File: src/rtl/core/falu_pkg.sv
`default_nettype none
package falu_pkg;

  localparam int unsigned WordW = 32;
  localparam int unsigned FracBitsDefault = 8;

  typedef enum logic [3:0] {
    OpAdd     = 4'd0,
    OpSub     = 4'd1,
    OpMul     = 4'd2,
    OpDiv     = 4'd3,
    OpGt      = 4'd4,
    OpLt      = 4'd5,
    OpGe      = 4'd6,
    OpLe      = 4'd7,
    OpEq      = 4'd8,
    OpNe      = 4'd9,
    OpMin     = 4'd10,
    OpMax     = 4'd11,
    OpInc     = 4'd12,
    OpDec     = 4'd13,
    OpFromInt = 4'd14,
    OpToInt   = 4'd15
  } falu_op_e;

  // Per-request control and side data that rides along the divider chain
  typedef struct packed {
    logic             is_div;
    logic             dz;
    logic             neg;
    logic             cmp;
    logic [WordW-1:0] res;
    logic [WordW-1:0] divisor;
    logic [WordW-1:0] rem;
  } falu_ctl_t;

endpackage
`default_nettype wire

File: src/rtl/core/falu_div_cell.sv
`default_nettype none
// One restoring-division step: brings down one dividend bit, retires one quotient bit
module falu_div_cell #(
  parameter int unsigned DivW = 40
) (
  input  wire logic                 clk_i,
  input  wire logic                 rst_ni,
  input  wire logic                 en_i,
  input  wire logic                 valid_i,
  input  wire falu_pkg::falu_ctl_t  ctl_i,
  input  wire logic [DivW-1:0]      rq_i,
  output logic                      valid_o,
  output falu_pkg::falu_ctl_t       ctl_o,
  output logic [DivW-1:0]           rq_o
);

  logic                            valid_q;
  falu_pkg::falu_ctl_t             ctl_q, ctl_d;
  logic [DivW-1:0]                 rq_q, rq_d;
  logic [falu_pkg::WordW:0]        rem_sh;
  logic [falu_pkg::WordW+1:0]      diff;
  logic                            fits;

  // Trial subtract of the divisor from the shifted remainder
  always_comb begin
    rem_sh = {ctl_i.rem, rq_i[DivW-1]};
    diff   = {1'b0, rem_sh} - {2'b00, ctl_i.divisor};
    fits   = ~diff[falu_pkg::WordW+1];
    ctl_d  = ctl_i;
    rq_d   = rq_i;
    if (ctl_i.is_div) begin
      ctl_d.rem = fits ? diff[falu_pkg::WordW-1:0] : rem_sh[falu_pkg::WordW-1:0];
      rq_d      = {rq_i[DivW-2:0], fits};
    end
  end

  // Advance with the rest of the chain
  always_ff @(posedge clk_i or negedge rst_ni) begin
    if (!rst_ni) begin
      valid_q <= 1'b0;
    end else if (en_i) begin
      valid_q <= valid_i;
    end
  end

  always_ff @(posedge clk_i) begin
    if (en_i) begin
      ctl_q <= ctl_d;
      rq_q  <= rq_d;
    end
  end

  assign valid_o = valid_q;
  assign ctl_o   = ctl_q;
  assign rq_o    = rq_q;

endmodule
`default_nettype wire

File: config.mk
export PLATFORM = sky130hd
export DESIGN_NAME = falu_div_cell
export DESIGN_NICKNAME = d
export VERILOG_FILES = /design/src/rtl/core/falu_pkg.sv /design/src/rtl/core/falu_div_cell.sv
export SDC_FILE = /design/constraint.sdc
export NUM_CORES = 1
export LEC_CHECK = 0
export BUFFER_PORTS_ARGS = -buffer_cell sky130_fd_sc_hd__buf_4
export CAP_MARGIN = 20
export CORE_MARGIN = 4
export CORE_UTILIZATION = 25
export CTS_BUF_LIST = sky130_fd_sc_hd__clkbuf_4 sky130_fd_sc_hd__clkbuf_8
export DETAILED_ROUTE_END_ITERATION = 10
export PLACE_DENSITY = 0.52
export SLEW_MARGIN = 30
export SYNTH_ARGS = -nofsm -noshare
export SYNTH_HDL_FRONTEND = slang
export SYNTH_SLANG_ARGS = --single-unit
File: constraint.sdc
create_clock -name clk_i -period 1.2 [get_ports clk_i]
set_input_delay 0.18 -clock clk_i [delete_from_list [all_inputs] [get_ports clk_i]]
set_output_delay 0.18 -clock clk_i [all_outputs]
set_load 0.02 [all_outputs]
==> qor.txt <==
first-pass GRT wire length: 41.1 mm
Nets: 1360
Residual DRC: 0
Starting Density: 0.255
number of synthesized flops with an enable pin: 140
area leader, netlist: edfxtp_1
max-cap viol count: 0
count of final setup violators: 55
violated checks: negative setup slack
Total Power: 15.6 mW
Port Buffers: 284
clock tree buffer depth: 2
required time of the critical path: 1.42 ns
Worst-Skew Late Latency: 0.45 ns
total track usage: 0.161
final setup margin: -1.19 ns
Seq/Total Area, Yosys: 0.576
grt ovf: 0
largest net degree at the start of global routing: 27
DRT Pass-1 Iters: 5
RSZ-0062 raised after global routing: true
gpl congestion: 0.834
final hold violation count: 0
wire length per cell: 17.0 um
Die ar.: 0.0322 mm^2
Post-Syn Area: 0.00735 mm^2
Root Driver: clkbuf_8
CTS tree: done
Core Area: 0.0289 mm^2
share of layout cells above drive strength 1: 0.526
Worst Hold Class: primary input to flip-flop
Rows: 62
distinct cell type count after synthesis: 62
vias in the first global route: 7234
status: finished with violations
CP Max Fanout: 6
most frequent cells in the layout: buf_4 (302), buf_6 (150), edfxtp_1 (140)
Clock Skews: 0 ns
syn_nets: 800
Setup TNS Final: -37.04 ns
Final HPWL DP: 19.5 mm
Die Span X: 179 um
yosys warns: 0
Antenna Violating Nets Remaining: 0
area grow syn2layout: 89.1%
Post-Layout Cell Count: 1581
maximum vdd ir drop: 0.492 mV
WL final: 26.9 mm
Starting DRT DRC Count: 310
vias per cell: 4.42
Final min period: 2.39 ns
Lkg Pwr: 5.94 nW
commonest non-fill, non-tap cell in the layout: buf_4
clock sinks: 141
Synth Instances: 623
CP arrival: 2.61 ns
top cells by area, synth: edfxtp_1 (57%), mux2_2 (6.0%), ha_1 (5.4%)
H-Tree Depth: 4
initial antenna violation count: 1
max-slew violations: 0
io pins: 285
CTS buffer count: 17
top-area cell type share of the netlist area: 0.572
PD cells: 1120 mW/mm^2
routed via count: 6987
Crit Path Category: primary input to flip-flop
asr flop ratio synth: 0.00709
Main synth FF type: edfxtp_1
Max Freq: 418 MHz
slew at the pin closest to its max-slew limit: 0.432 ns
CP endpoint kind: flip-flop
Clk pin slew, worst setup/hold paths: 0.09 ns
CP Launch Type: primary input
Synth Register Bits: 141
slew margin rel.: 0.712
Die Ht: 179 um
placed cells: 1438
Avg Inst Size Synth: 11.8 um^2
period utilization: 1.99
logic make-up (layout without fill, tap and decap cells):
| group | after synthesis | in the layout | share of synthesized area |
|---|---|---|---|
| muxes | 43 | 43 | 0.0652 |
| DFF | 141 | 141 | 0.576 |
| adders and majority gates | 33 | 33 | 0.0572 |
| buffers and inverters | 69 | 642 | 0.0407 |
| and+or+nand+nor | 189 | 189 | 0.122 |
| other | 0 | 1 | 0 |
| AOI/OAI and AO/OA | 129 | 129 | 0.117 |
| xor gates and xnor gates | 19 | 19 | 0.0226 |
cell usage after synthesis (2+ instances only):
master	count
edfxtp_1	140
nand2_1	74
nor2_1	50
inv_1	43
mux2_2	39
ha_1	32
a31oi_1	28
a21oi_1	27
o21ai_0	21
clkbuf_1	17
xnor2_1	13
nor3_1	9
a21o_1	8
nand3_1	8
nand4_1	8
and3_1	7
nor2b_1	6
xor2_1	6
a211oi_1	5
buf_2	5
mux2i_1	4
nand2b_1	4
nor4_1	4
o21a_1	4
o31ai_1	4
or4_1	4
a31o_2	3
buf_6	3
nand4b_1	3
o211ai_1	3
or3_1	3
a2111oi_0	2
a221oi_1	2
a41oi_1	2
o2111ai_1	2
o21bai_1	2
o31a_1	2
or3b_2	2
state kept, by name (all words and copies together) (netlist names):
signal,count
rq_o,40
valid_o,1
ctl_o,100
metal layers:
layer / vias up / wire length [um] / track usage / share of wire
met1: 3273 / 11700 / 0.204 / 0.43
met5: - / 0 / 0 / 0
met4: 0 / 534 / 0.0485 / 0.020
met2: 225 / 13400 / 0.274 / 0.50
met3: 31 / 1320 / 0.0366 / 0.049
li1: 3458 / - / - / -
worst paths after layout:
| check | endpoint | depth (start not counted) | startpoint | slack, ns |
|---|---|---|---|---|
| max in group asynchronous | valid_o | 3 | rst_ni | 0.52 |
| worst max-delay path | ctl_o[5] | 15 | ctl_i[39] | -1.19 |
| worst min register to register | valid_o | 1 | valid_o | 0.54 |
| min in group asynchronous | valid_o | 3 | rst_ni | 0.57 |
| worst max register to register | valid_o | 1 | valid_o | 0.44 |
| worst min-delay path | rq_o[5] | 2 | rq_i[5] | 0.04 |
final cells by class:
cell class / count / area [um^2]
Multi-Input combinational cell: 413 / 3290
Inverter: 43 / 174
Timing Repair Buffer: 567 / 5290
Clock buffer: 17 / 234
Fill cell: 2673 / 15000
Sequential cell: 141 / 4230
Clock inverter: 15 / 203
Antenna cell: 1 / 2.50
Tap cell: 384 / 480
stage by stage:
step / instance area (um^2) / utilization / worst slack (ns) / hold WS, ns
2_1_floorplan: 7450 / - / -1.57 / -0.116
4_1_cts: 13500 / 0.468 / -1.12 / 0.000763
3_3_place_gp: 11300 / 0.392 / -1.76 / -0.0444
5_1_grt: 13900 / 0.482 / -1.23 / -0.000423
6_report: 13900 / 0.482 / -1.19 / 0.0360
3_5_place_dp: 11300 / 0.392 / -1.83 / -0.0415
critical path: stages:
cell and delay, ns:
buf_6 0.10, inv_4 0.04, ha_4 0.20, and3_4 0.17, a221o_1 0.36, and2_4 0.17
o31ai_4 0.25, a211oi_2 0.12, buf_4 0.16, nor4_4 0.25, buf_6 0.17, buf_12 0.14
buf_12 0.11, or3_4 0.11, a31oi_1 0.07
what timing repair did:
action,CTS,global route
setup buffers,6,4
cloned,3,1
setup endpoints to repair,165,174
endpoints found under the hold margin,97,1
resized for setup,171,78
hold buffers,97,1
pin swaps,27,59
report_power, final:
part | switching (mW) | internal (mW) | total (mW)
Combinational | 2.31 | 2.77 | 5.08
Sequential | 0.223 | 5.96 | 6.18
Clock | 2.21 | 2.13 | 4.34
Total | 4.74 | 10.9 | 15.6
Power figures use the tool's default switching activity.
